File: src/rtl/dtoc_pkg.sv
// Shared types and constants of the dual drive turn offset controller.
package dtoc_pkg;

  localparam int GEAR_W     = 16;
  localparam int STEP_W     = 20;
  localparam int PERIOD_W   = 16;
  localparam int FIELD_W    = 32;
  localparam int ANGLE_W    = 32;
  localparam int CFG_IDX_W  = 2;
  localparam int CFG_DATA_W = 20;

  // Q16.16 target = -(angle * gear * 2) / 45, rounded to nearest
  localparam int PROD_W     = ANGLE_W + GEAR_W;
  localparam int DIVISOR    = 45;
  localparam int ROUND_BIAS = 22;
  localparam int REM_W      = 6;
  localparam int DIV_DIGIT  = 8;
  localparam int DIV_STEPS  = 7;
  localparam int DIV_W      = DIV_DIGIT * DIV_STEPS;
  localparam int CNT_W      = $clog2(DIV_STEPS);
  localparam int QUO_W      = 44;
  localparam int TGT_W      = QUO_W + 1;

  typedef enum logic [CFG_IDX_W-1:0] {
    CFG_GEAR_RATIO     = 2'd0,
    CFG_TURN_STEP      = 2'd1,
    CFG_CONTROL_PERIOD = 2'd2
  } cfg_idx_t;

  typedef enum logic [6:0] {
    ST_IDLE = 7'b0000001,
    ST_MUL  = 7'b0000010,
    ST_LOAD = 7'b0000100,
    ST_DIV  = 7'b0001000,
    ST_UPD  = 7'b0010000,
    ST_CMD  = 7'b0100000,
    ST_PUSH = 7'b1000000
  } state_t;

  typedef struct packed {
    logic [FIELD_W-1:0]        time_ms;
    logic signed [ANGLE_W-1:0] continuous_angle;
    logic                      left_brake;
    logic                      right_brake;
    logic                      in_turn_zone;
  } in_t;

  typedef struct packed {
    logic                      control_done;
    logic                      left_enable;
    logic                      right_enable;
    logic                      left_send;
    logic                      right_send;
    logic signed [FIELD_W-1:0] left_target;
    logic signed [FIELD_W-1:0] right_target;
    logic                      turning_now;
  } out_t;

  typedef struct packed {
    logic capture;
    logic mul;
    logic load;
    logic div_step;
    logic update;
    logic command;
    logic push;
  } cmd_t;

  typedef struct packed {
    logic out_blocked;
  } sts_t;

endpackage

File: src/rtl/dtoc_ctrl.sv
// Sequencing state machine of the turn offset controller.
module dtoc_ctrl import dtoc_pkg::*; (
  input  logic clk,
  input  logic rst_n,
  input  logic in_valid,
  output logic in_ready,
  input  sts_t sts,
  output cmd_t cmd
);

  state_t state_r, state_nxt;
  logic [CNT_W-1:0] cnt_r, cnt_nxt;

  assign in_ready = (state_r == ST_IDLE);

  always_comb begin
    state_nxt = state_r;
    cnt_nxt   = cnt_r;
    cmd       = '0;
    unique case (state_r)
      ST_IDLE: begin
        if (in_valid) begin
          cmd.capture = 1'b1;
          state_nxt   = ST_MUL;
        end
      end
      ST_MUL: begin
        cmd.mul   = 1'b1;
        state_nxt = ST_LOAD;
      end
      ST_LOAD: begin
        cmd.load  = 1'b1;
        cnt_nxt   = '0;
        state_nxt = ST_DIV;
      end
      ST_DIV: begin
        cmd.div_step = 1'b1;
        cnt_nxt      = cnt_r + CNT_W'(1);
        if (cnt_r == CNT_W'(DIV_STEPS - 1)) begin
          state_nxt = ST_UPD;
        end
      end
      ST_UPD: begin
        cmd.update = 1'b1;
        state_nxt  = ST_CMD;
      end
      ST_CMD: begin
        cmd.command = 1'b1;
        state_nxt   = ST_PUSH;
      end
      ST_PUSH: begin
        if (!sts.out_blocked) begin
          cmd.push  = 1'b1;
          state_nxt = ST_IDLE;
        end
      end
      default: state_nxt = ST_IDLE;
    endcase
  end

  always_ff @(posedge clk) begin
    if (!rst_n) begin
      state_r <= ST_IDLE;
      cnt_r   <= '0;
    end else begin
      state_r <= state_nxt;
      cnt_r   <= cnt_nxt;
    end
  end

endmodule

File: src/rtl/dtoc_datapath.sv
// Datapath: registers, target scaling, offset updates and result register.
module dtoc_datapath import dtoc_pkg::*; #(
  parameter int POSITION_WIDTH = 32,
  parameter int TIME_WIDTH     = 32
) (
  input  logic                  clk,
  input  logic                  rst_n,
  input  cmd_t                  cmd,
  output sts_t                  sts,
  input  in_t                   in_data,
  input  logic                  cfg_we,
  input  logic [CFG_IDX_W-1:0]  cfg_index,
  input  logic [CFG_DATA_W-1:0] cfg_wdata,
  output logic                  out_valid,
  input  logic                  out_ready,
  output out_t                  out_data
);

  localparam int PW    = POSITION_WIDTH;
  localparam int TW    = TIME_WIDTH;
  localparam int SUM_W = ((PW > TGT_W) ? PW : TGT_W) + 2;
  localparam logic signed [SUM_W-1:0] POS_MAX = (SUM_W'(1) <<< (PW - 1)) - SUM_W'(1);
  localparam logic signed [SUM_W-1:0] POS_MIN = -POS_MAX - SUM_W'(1);

  function automatic logic signed [SUM_W-1:0] sat_pos(input logic signed [SUM_W-1:0] v);
    logic signed [SUM_W-1:0] r;
    r = v;
    if (v > POS_MAX) r = POS_MAX;
    if (v < POS_MIN) r = POS_MIN;
    return r;
  endfunction

  // configuration
  logic [GEAR_W-1:0]   gear_r;
  logic [STEP_W-1:0]   step_r;
  logic [PERIOD_W-1:0] period_r;

  // controller state
  logic signed [PW-1:0] lhold_r, rhold_r, lturn_r, rturn_r;
  logic signed [PW-1:0] lhold_nxt, rhold_nxt, lturn_nxt, rturn_nxt;
  logic                 turning_r, len_r, ren_r;
  logic                 turning_nxt, len_nxt, ren_nxt;
  logic [TW-1:0]        last_r;

  // per-request registers
  logic [ANGLE_W-1:0]       abs_r;
  logic                     neg_r, lb_r, rb_r, zone_r, due_r;
  logic [PROD_W-1:0]        prod_r;
  logic [DIV_W-1:0]         div_r, div_nxt;
  logic [REM_W-1:0]         rem_r, rem_nxt;
  logic signed [TGT_W-1:0]  t_r;
  logic signed [FIELD_W-1:0] lt_r, rt_r;
  logic                     ls_r, rs_r;
  logic                     out_valid_r;
  out_t                     out_data_r;

  logic [TW-1:0]  now, elapsed;
  logic           due;
  logic           both, lone, rone, oneout, none;
  logic [QUO_W:0] quo;
  logic signed [SUM_W-1:0] t_ext, lt_sum, rt_sum, l_add, r_add;
  logic           ls, rs;

  assign now     = in_data.time_ms[TW-1:0];
  assign elapsed = now - last_r;
  assign due     = (elapsed >= TW'(period_r));

  assign both   = lb_r & rb_r;
  assign lone   = lb_r & ~rb_r & zone_r;
  assign rone   = rb_r & ~lb_r & zone_r;
  assign oneout = (lb_r ^ rb_r) & ~zone_r;
  assign none   = ~lb_r & ~rb_r;

  assign sts.out_blocked = out_valid_r & ~out_ready;
  assign out_valid       = out_valid_r;
  assign out_data        = out_data_r;

  // radix-256 restoring division by 45
  always_comb begin
    logic [DIV_W-1:0] dv;
    logic [REM_W-1:0] rm;
    logic [REM_W:0]   trial;
    dv = div_r;
    rm = rem_r;
    for (int i = 0; i < DIV_DIGIT; i++) begin
      trial = {rm, dv[DIV_W-1]};
      dv    = {dv[DIV_W-2:0], 1'b0};
      if (trial >= (REM_W + 1)'(DIVISOR)) begin
        rm    = REM_W'(trial - (REM_W + 1)'(DIVISOR));
        dv[0] = 1'b1;
      end else begin
        rm = trial[REM_W-1:0];
      end
    end
    div_nxt = dv;
    rem_nxt = rm;
  end

  assign quo = {1'b0, div_r[QUO_W-1:0]};

  // offset and enable updates
  always_comb begin
    lhold_nxt   = lhold_r;
    rhold_nxt   = rhold_r;
    lturn_nxt   = lturn_r;
    rturn_nxt   = rturn_r;
    turning_nxt = turning_r;
    len_nxt     = len_r;
    ren_nxt     = ren_r;
    if (due_r) begin
      if (both) begin
        len_nxt     = 1'b0;
        ren_nxt     = 1'b0;
        turning_nxt = 1'b1;
      end else if (oneout) begin
        len_nxt = 1'b0;
        ren_nxt = 1'b0;
      end else if (lone) begin
        turning_nxt = 1'b1;
        len_nxt     = 1'b0;
        ren_nxt     = 1'b1;
        rturn_nxt   = PW'(sat_pos(SUM_W'(rturn_r) - signed'(SUM_W'(step_r))));
      end else if (rone) begin
        turning_nxt = 1'b1;
        ren_nxt     = 1'b0;
        len_nxt     = 1'b1;
        lturn_nxt   = PW'(sat_pos(SUM_W'(lturn_r) + signed'(SUM_W'(step_r))));
      end else begin
        if (turning_r) begin
          lhold_nxt   = PW'(sat_pos(SUM_W'(lhold_r) + SUM_W'(lturn_r)));
          rhold_nxt   = PW'(sat_pos(SUM_W'(rhold_r) + SUM_W'(rturn_r)));
          lturn_nxt   = '0;
          rturn_nxt   = '0;
          turning_nxt = 1'b0;
        end
        len_nxt = 1'b1;
        ren_nxt = 1'b1;
      end
    end
  end

  // position commands
  always_comb begin
    t_ext  = SUM_W'(t_r);
    l_add  = rone ? SUM_W'(lturn_r) : signed'(SUM_W'(0));
    r_add  = lone ? SUM_W'(rturn_r) : signed'(SUM_W'(0));
    lt_sum = sat_pos(t_ext + SUM_W'(lhold_r) + l_add);
    rt_sum = sat_pos(SUM_W'(rhold_r) - t_ext + r_add);
    ls     = due_r & (rone | none);
    rs     = due_r & (lone | none);
  end

  always_ff @(posedge clk) begin
    if (cmd.capture) begin
      abs_r  <= in_data.continuous_angle[ANGLE_W-1] ? ANGLE_W'(-in_data.continuous_angle)
                                                    : ANGLE_W'(in_data.continuous_angle);
      neg_r  <= in_data.continuous_angle[ANGLE_W-1];
      lb_r   <= in_data.left_brake;
      rb_r   <= in_data.right_brake;
      zone_r <= in_data.in_turn_zone;
      due_r  <= due;
    end
    if (cmd.mul) begin
      prod_r <= PROD_W'(abs_r) * PROD_W'(gear_r);
    end
    if (cmd.load) begin
      div_r <= DIV_W'({prod_r, 1'b0}) + DIV_W'(ROUND_BIAS);
      rem_r <= '0;
    end
    if (cmd.div_step) begin
      div_r <= div_nxt;
      rem_r <= rem_nxt;
    end
    if (cmd.update) begin
      t_r <= neg_r ? signed'(quo) : -signed'(quo);
    end
    if (cmd.command) begin
      lt_r <= ls ? FIELD_W'(lt_sum) : '0;
      rt_r <= rs ? FIELD_W'(rt_sum) : '0;
      ls_r <= ls;
      rs_r <= rs;
    end
    if (cmd.push) begin
      out_data_r.control_done <= due_r;
      out_data_r.left_enable  <= len_r;
      out_data_r.right_enable <= ren_r;
      out_data_r.left_send    <= ls_r;
      out_data_r.right_send   <= rs_r;
      out_data_r.left_target  <= lt_r;
      out_data_r.right_target <= rt_r;
      out_data_r.turning_now  <= turning_r;
    end
  end

  always_ff @(posedge clk) begin
    if (!rst_n) begin
      gear_r      <= GEAR_W'(256);
      step_r      <= STEP_W'(655);
      period_r    <= PERIOD_W'(10);
      lhold_r     <= '0;
      rhold_r     <= '0;
      lturn_r     <= '0;
      rturn_r     <= '0;
      turning_r   <= 1'b0;
      len_r       <= 1'b1;
      ren_r       <= 1'b1;
      last_r      <= '0;
      out_valid_r <= 1'b0;
    end else begin
      if (cfg_we) begin
        unique case (cfg_idx_t'(cfg_index))
          CFG_GEAR_RATIO:     gear_r   <= cfg_wdata[GEAR_W-1:0];
          CFG_TURN_STEP:      step_r   <= cfg_wdata[STEP_W-1:0];
          CFG_CONTROL_PERIOD: period_r <= cfg_wdata[PERIOD_W-1:0];
          default: ;
        endcase
      end
      if (cmd.capture && due) begin
        last_r <= now;
      end
      if (cmd.update) begin
        lhold_r   <= lhold_nxt;
        rhold_r   <= rhold_nxt;
        lturn_r   <= lturn_nxt;
        rturn_r   <= rturn_nxt;
        turning_r <= turning_nxt;
        len_r     <= len_nxt;
        ren_r     <= ren_nxt;
      end
      if (cmd.push) begin
        out_valid_r <= 1'b1;
      end else if (out_ready) begin
        out_valid_r <= 1'b0;
      end
    end
  end

endmodule

File: src/rtl/dual_drive_turn_offset_controller.sv
// Top level of the dual drive turn offset controller.
// One request is in flight at a time. From acceptance until the block is ready again it
// passes through the 32x16 multiply, the divider load, the division by 45 that turns the
// scaled angle into a Q16.16 target (eight quotient bits a cycle), the offset update,
// the position sums and the hand-over to the result register. A result waiting in the
// output register does not hold up acceptance; the block stalls only when a new result
// is ready while the previous one has still not been taken.
module dual_drive_turn_offset_controller import dtoc_pkg::*; #(
  parameter int POSITION_WIDTH = 32,
  parameter int TIME_WIDTH     = 32
) (
  input  logic                  clk,
  input  logic                  rst_n,
  input  logic                  in_valid,
  output logic                  in_ready,
  input  in_t                   in_data,
  output logic                  out_valid,
  input  logic                  out_ready,
  output out_t                  out_data,
  input  logic                  cfg_we,
  input  logic [CFG_IDX_W-1:0]  cfg_index,
  input  logic [CFG_DATA_W-1:0] cfg_wdata
);

  cmd_t cmd;
  sts_t sts;

  dtoc_ctrl u_ctrl (
    .clk      (clk),
    .rst_n    (rst_n),
    .in_valid (in_valid),
    .in_ready (in_ready),
    .sts      (sts),
    .cmd      (cmd)
  );

  dtoc_datapath #(
    .POSITION_WIDTH (POSITION_WIDTH),
    .TIME_WIDTH     (TIME_WIDTH)
  ) u_datapath (
    .clk       (clk),
    .rst_n     (rst_n),
    .cmd       (cmd),
    .sts       (sts),
    .in_data   (in_data),
    .cfg_we    (cfg_we),
    .cfg_index (cfg_index),
    .cfg_wdata (cfg_wdata),
    .out_valid (out_valid),
    .out_ready (out_ready),
    .out_data  (out_data)
  );

endmodule

File: config.mk
export PLATFORM = sky130hd
export DESIGN_NAME = dual_drive_turn_offset_controller
export DESIGN_NICKNAME = d
export VERILOG_FILES = /design/src/rtl/dtoc_pkg.sv /design/src/rtl/dtoc_ctrl.sv /design/src/rtl/dtoc_datapath.sv /design/src/rtl/dual_drive_turn_offset_controller.sv
export SDC_FILE = /design/constraint.sdc
export NUM_CORES = 2
export LEC_CHECK = 0
export ABC_CLOCK_PERIOD_IN_PS = 23900
export BUFFER_PORTS_ARGS = -buffer_cell sky130_fd_sc_hd__buf_2
export CORE_ASPECT_RATIO = 1.25
export CORE_MARGIN = 4
export CORE_UTILIZATION = 65
export CTS_BUF_LIST = sky130_fd_sc_hd__clkbuf_8 sky130_fd_sc_hd__clkbuf_16
export DETAILED_ROUTE_END_ITERATION = 16
export HOLD_SLACK_MARGIN = 0.1
export PLACE_DENSITY = 0.87
export SYNTH_ARGS = -nofsm -noshare
export SYNTH_HDL_FRONTEND = slang
export SYNTH_HIERARCHICAL = 1
export SYNTH_SLANG_ARGS = --single-unit
export TNS_END_PERCENT = 100
File: constraint.sdc
create_clock -name clk -period 23.9 [get_ports clk]
set_input_delay 1.195 -clock clk [delete_from_list [all_inputs] [get_ports clk]]
set_output_delay 1.195 -clock clk [all_outputs]
set_load 0.03 [all_outputs]
## Word level (Yosys, flattened, before mapping)

Index checks and enable logic that the tools add are counted.

| word-level totals | value |
|---|---|
| register bits after elaboration | 554 |
| latch bits | 0 |
| memory bits (writable) | 0 |
| bits in read-only memories | 0 |
| memories | 0 |

| cells by class | value |
|---|---|
| $add $sub $neg | 21 |
| $mul | 1 |
| div/mod/pow operators | 0 |
| $lt $le $gt $ge | 21 |
| eq/ne operators | 15 |
| shift operators | 0 |
| mux-type cells | 67 |
| bitwise gates (word level) | 23 |
| reduce and logical (&&, ||, !) cells | 18 |

Operators with widths:

| operator | number |
|---|---|
| 32-bit 2-to-1 mux | 16 |
| 33-bit by 32-bit > comparator with 1-bit output, second input constant | 4 |
| 33-bit by 32-bit < comparator with 1-bit output, second input constant | 4 |
| 56-bit 2-to-1 mux | 2 |
| 46-bit by 47-bit adder with 47-bit output | 2 |
| 47-bit by 32-bit > comparator with 1-bit output, second input constant | 2 |
| 47-bit by 32-bit < comparator with 1-bit output, second input constant | 2 |
| 47-bit 2-to-1 mux | 2 |
| 32-bit by 32-bit adder with 33-bit output | 2 |
| 6-bit 2-to-1 mux | 10 |
| 7-bit by 6-bit >= comparator with 1-bit output, second input constant | 8 |
| 49-bit by 5-bit adder with 50-bit output, second input constant | 1 |
| 7-bit one-hot mux with 7 select lines | 1 |
| 32-bit by 16-bit multiplier with 48-bit output | 1 |
| 6-bit subtractor, second input constant | 8 |
| 45-bit by 32-bit adder with 46-bit output | 1 |
| 32-bit by 45-bit subtractor with 46-bit output | 1 |
| 44-bit negation with 45-bit output | 1 |
| 44-bit 2-to-1 mux | 1 |
| 32-bit by 21-bit adder with 33-bit output | 1 |
| 32-bit by 21-bit subtractor with 33-bit output | 1 |
| 32-bit by 16-bit >= comparator with 1-bit output | 1 |
| 32-bit negation | 1 |
| 32-bit subtractor | 1 |
| other kinds (29) | 92 |

## Depth between registers and ports, before layout

| logic depth | value |
|---|---|
| depth in word-level cells | 17 |
| depth in mapped cells | 42 |
| mapped depth without buffers | 40 |

## Modules after synthesis

Netlist, hierarchy kept.

By module, submodules not included:

| module | times used | cells each | area each (µm²) | sequential area each (µm²) |
|---|---|---|---|---|
| dtoc_datapath | 1 | 5793 | 52520.4 | 14173.6 |
| dtoc_ctrl | 1 | 77 | 636.9 | 200.2 |

## Worst setup path after synthesis

OpenSTA, ideal clock, no wires.

| path | value |
|---|---|
| kind | reg2reg |
| start | reg u_datapath.div_r[55] |
| end | reg u_datapath.rem_r[2] (data pin) |
| data arrival time | 9.052 ns |
| required time | 23.769 ns |
| setup slack | 14.716 ns |
| stages on the path, launching flop included | 41 |
| path buffers | 1 |
| period minus slack after synthesis | 9.184 ns |
| cell sequence | edfxtp_1 -> ha_1 -> nor3_1 -> nor2b_2 -> nor2_1 -> a21boi_0 -> ha_1 -> nor3_1 -> nor4b_4 -> a41oi_2 -> o21a_2 -> buf_4 -> xnor2_1 -> ha_1 -> nor3_1 -> mux2i_1 -> a2111oi_4 -> o211ai_2 -> [... 5 more ...] -> nor3_1 -> mux2i_1 -> o211ai_1 -> o21ai_0 -> nor2_1 -> a21oi_1 -> ha_1 -> inv_1 -> a31oi_1 -> nor4_4 -> nor2_2 -> xnor2_1 -> ha_1 -> nor3_1 -> mux2_4 -> o311a_4 -> or4_1 -> nand2_1 |

| between the ends | value |
|---|---|
| longest elaborated chain between the ends | 17 |
| elaborated cells between the ends (all ways) | 25 |
| those cells by class | 8 x add/sub; 8 x order compare; 9 x mux |

RTL lines:

| element | line | source |
|---|---|---|
| start, declared | dtoc_datapath.sv:49 | `logic [DIV_W-1:0] div_r, div_nxt;` |
| start signal, assigned | dtoc_datapath.sv:167 | `div_r <= DIV_W'({prod_r, 1'b0}) + DIV_W'(ROUND_BIAS);` |
| start signal, assigned | dtoc_datapath.sv:171 | `div_r <= div_nxt;` |
| 6-bit subtractor / 7-bit by 6-bit >= comparator with 1-bit output (equally long branches) | dtoc_datapath.sv:89, dtoc_datapath.sv:88 |  |
| 6-bit 2-to-1 mux * | dtoc_datapath.sv:88 | `if (trial >= (REM_W + 1)'(DIVISOR)) begin` |
| 6-bit subtractor / 7-bit by 6-bit >= comparator with 1-bit output (equally long branches) | dtoc_datapath.sv:89, dtoc_datapath.sv:88 |  |
| 6-bit 2-to-1 mux * | dtoc_datapath.sv:88 |  |
| 6-bit subtractor / 7-bit by 6-bit >= comparator with 1-bit output (equally long branches) | dtoc_datapath.sv:89, dtoc_datapath.sv:88 |  |
| 6-bit 2-to-1 mux * | dtoc_datapath.sv:88 |  |
| 6-bit subtractor / 7-bit by 6-bit >= comparator with 1-bit output (equally long branches) | dtoc_datapath.sv:89, dtoc_datapath.sv:88 |  |
| 6-bit 2-to-1 mux * | dtoc_datapath.sv:88 |  |
| 6-bit subtractor / 7-bit by 6-bit >= comparator with 1-bit output (equally long branches) | dtoc_datapath.sv:89, dtoc_datapath.sv:88 |  |
| 6-bit 2-to-1 mux * | dtoc_datapath.sv:88 |  |
| 6-bit subtractor / 7-bit by 6-bit >= comparator with 1-bit output (equally long branches) | dtoc_datapath.sv:89, dtoc_datapath.sv:88 |  |
| 6-bit 2-to-1 mux * | dtoc_datapath.sv:88 |  |
| 7-bit by 6-bit >= comparator with 1-bit output / 6-bit subtractor (equally long branches) | dtoc_datapath.sv:88, dtoc_datapath.sv:89 |  |
| 6-bit 2-to-1 mux * | dtoc_datapath.sv:88 |  |
| 6-bit subtractor / 7-bit by 6-bit >= comparator with 1-bit output (equally long branches) | dtoc_datapath.sv:89, dtoc_datapath.sv:88 |  |
| 6-bit 2-to-1 mux * | dtoc_datapath.sv:88 |  |
| 6-bit 2-to-1 mux * | dtoc_datapath.sv:170 | `if (cmd.div_step) begin` |
| end signal, assigned | dtoc_datapath.sv:172 | `rem_r <= rem_nxt;` |
| end, declared | dtoc_datapath.sv:50 | `logic [REM_W-1:0] rem_r, rem_nxt;` |

Mark *: on every way between the ends. The rest lies on a longest branch, timed or not.
A chain may end at the register's enable or synchronous reset.

## Worst setup path after layout

Same ends and word-level chain as after synthesis.

==> summary.md <==
| Metric | Value |
|---|---|
| Status | completed |
| CTS tree | done |
| Synth warnings | 6 |
| DIE HEIGHT | 328 um |
| Core ar. | 81200 sq um |
| Fraction of registers with async set/reset | 0 |
| Synth Instances | 5870 |
| MaxCap Viol Count | 0 |
| Final Setup Violations | 0 |
| Post-synthesis simple-gate area fraction | 0.157 |
| Worst-skew pair later-pin latency | ~670 ps |
| Initial antenna violation count | 3 |
| Cells after DPL | approximately 6900 |
| Largest net degree at the start of global routing | 98 |
| XOR/XNOR share of the synthesized area | 0.0596 |
| Die area | 86400 sq um |
| Worst-case vdd ir drop | 76.9 uV |
| Worst-path clk slew | 70 ps |
| WS Path Type | reg -> reg |
| Routed len/inst | 19.6 um |
| Final layout net count | 6909 |
| Worst EP required | 24420 ps |
| Adder-cell share of the synthesized area | 0.286 |
| First-pass GRT wire length | 221000 um |
| Clock root buffer | clkbuf_16 |
| Pre-antenna DRT Iters | 8 |
| H-tree Lvls | 2 |
| Top area cells in the synthesized netlist | fa_1 (19%), edfxtp_1 (19%), ha_1 (9.0%), dfxtp_1 (8.5%), nand2_1 (5.4%) |
| Final Hold Viols | 0 |
| Primary FF master, synth | edfxtp_1 |
| Most frequent cells in the layout | inv_1 (767), nand2_1 (767), fa_1 (514) |
| Slew Limit Fails | 0 |
| Setup crit start kind | register |
| Post-Syn Area | between 50000 and 60000 sq um |
| DRC | 0 |
| Fin crit share | 0.456 |
| Initial core utilization | 0.654 |
| Critical Path Max Stage Delay | 560 ps |
| Via-per-instance ratio | between 6 and 7 |
| Post-cts resize count | 0 |
| Distinct cells, synth | roughly 110 |
| Finished Layout Cells | 7040 |
| Layout cells sized above 1 | 0.0706 |
| Power per cell area | 47.8 nW/um^2 |
| IO Count | 166 |
| Detailed placement HPWL | 103000 um |
| Post-synth top area cell | fa_1 |
| RSZ-0062 raised after global routing | no |
| Syn Area/Cell | around 9 sq um |
| Number of synthesized flops with an enable pin | 328 |
| # rows | ~120 |
| Max FO, Critical Path | 15 |
| IO buf count | 165 |
| CTS Buffer Depth | 3 |
| Largest family of logic cells by synthesized area | adder cells |
| Slowest library cell on the worst path | nor2_1 |
| Synthesis-to-layout area growth | 7.40% |
| Post-synthesis register bit count | 554 |
| Worst min-delay path class | reg -> reg |
| Clk sinks | 554 |
| Worst clock skew | 31.9 ps |
| Share of the synthesized area in the top cell type | 0.194 |
| Syn_nets | 6862 |
| Achievable Freq | between 0.09 and 0.1 GHz |
| Register area share after synthesis | 0.270 |
| Fraction of the mapped netlist area in compound gates | 0.145 |
| Post-route minimum period | 10890 ps |
| Setup bufs post-CTS | 0 |
| Placer congestion estimate | 0.956 |
| CTS buffer count | 59 |
| Slew margin rel. | 0.237 |
| DIE WIDTH | 264 um |
| Routed Antenna Nets | 0 |
| Worst setup EP type | register |
| Vias in the first global route | 44115 |
| DR iter-0 viols | 3661 |
| Critical path data arrival time | 11410 ps |
| Final wirelength | 138000 um |
| Slew at the pin closest to its max-slew limit | 1140 ps |
| Global route overflow | 0 |
| Hold-fix buffers, CTS | 0 |
| LEAKAGE | 0.0253 uW |
| Cell mode on critical path | ha_1 |
| Vias | roughly 43000 |
| Mux cell area share after synthesis | 0.0109 |
| Setup TNS | 0 ps |
| Gr usage total | 0.313 |
| Final Util | 0.703 |
==> final timing paths <==
check / from / to / slack (ps) / cells past startpoint
hold reg to reg: u_datapath/rs_r$_DFFE_PP_ / u_datapath/out_data[65]$_DFFE_PP_ / 410 / 0
hold / removal: u_datapath/rs_r$_DFFE_PP_ / u_datapath/out_data[65]$_DFFE_PP_ / 410 / 0
setup reg to reg: u_datapath/div_r[55]$_SDFFCE_PN0P_ / u_datapath/rem_r[2]$_SDFFCE_PN0P_ / 13010 / 40
setup / recovery: u_datapath/div_r[55]$_SDFFCE_PN0P_ / u_datapath/rem_r[2]$_SDFFCE_PN0P_ / 13010 / 40
==> where the power goes <==
group	total [uW]	switching [uW]	internal [uW]	leakage (uW)
clock network	1030	420	608	0.00103
logic	619	361	258	0.0194
registers	1080	41.5	1040	0.00485
total	2730	823	1910	0.0253
==> kinds of logic (layout without fill, tap and decap cells) <==
group | after synthesis | count (layout)
DFF | 554 | 554
and+or+nand+nor | 1771 | 1771
buffers and inverters | 999 | 1095
AOI/OAI and AO/OA | 1220 | 1220
adders and majority gates | 911 | 911
other | 0 | 3
muxes | 56 | 56
xor gates and xnor gates | 359 | 359
==> Yosys cell counts (7+ instances only) <==
cell type	instances
nor2b_1	39
a21boi_0	25
buf_1	9
o41ai_1	9
inv_1	764
o21ai_0	289
edfxtp_1	328
a31oi_1	36
xnor2_1	221
o21a_1	38
nand2b_1	35
and3_1	70
or2_2	21
o21bai_1	68
nand3_1	83
mux2i_1	47
o211ai_1	25
maj3_1	13
and4_1	7
clkbuf_1	213
ha_1	384
fa_1	514
nand4_1	22
o31ai_1	27
nand2_1	767
nor3_1	94
o22ai_1	15
mux2_2	7
a21o_1	64
nor2_1	307
xor2_1	135
and2_1	191
o2111ai_1	13
a22oi_1	10
a211o_1	8
nor4b_1	7
a221oi_1	33
or3_1	42
nor3b_1	8
dfxtp_1	226
or4_1	15
nor4_1	26
a21oi_1	426
a211oi_1	34
==> per-layer routing <==
| layer | vias up | GRT usage | part of all wire |
|---|---|---|---|
| li1 | 19827 | - | - |
| met1 | 20746 | 0.365 | 0.36 |
| met2 | 2199 | 0.538 | 0.48 |
| met3 | 609 | 0.0648 | 0.093 |
| met4 | 0 | 0.180 | 0.071 |
| met5 | - | 0 | 0 |
==> stage by stage <==
stage	setup WS, ps	power, uW	hold WS [ps]	instance area (sq um)
floorplan	14720	1540	400	53200
global placement	13390	1680	401	54900
detailed placement	13240	1710	405	54900
CTS	13150	2740	414	57100
global route	12130	2870	422	57100
finish	13010	2730	407	57100
==> critical path, delay by kind of cell, from the launching register on <==
family / cells / cell delay (ps)
buf+inv: 3 / 690
fa+ha+maj: 6 / 1510
xor+xnor: 2 / 580
compound gates: 12 / 3280
mux: 3 / 950
simple gates: 14 / 3260
flops: 1 / 510
==> sequential cells by signal, summed over array words and instances, names as in the netlist, 7 cells and up <==
register / cells
u_datapath/div_r: 56
u_datapath/rhold_r: 32
u_datapath/t_r: 45
u_datapath/period_r: 16
u_datapath/rturn_r: 32
u_datapath/gear_r: 16
u_datapath/lhold_r: 32
u_datapath/step_r: 20
u_datapath/prod_r: 48
u_ctrl/state_r: 7
u_datapath/last_r: 32
u_datapath/out_data: 70
u_datapath/abs_r: 32
u_datapath/lturn_r: 32
u_datapath/lt_r: 32
u_datapath/rt_r: 32
==> final cells by class <==
cell class                      count  area, sq um
Inverter                          769         2890
Multi-Input combinational cell   4317        35100
Clock buffer                       59         1480
Fill cell                        5889        24200
Antenna cell                        3         7.51
Sequential cell                   554        14400
Tap cell                         1071         1340
Timing Repair Buffer              216         1210
Clock inverter                     51          688
No activity file was read; power rests on OpenSTA's default activity.
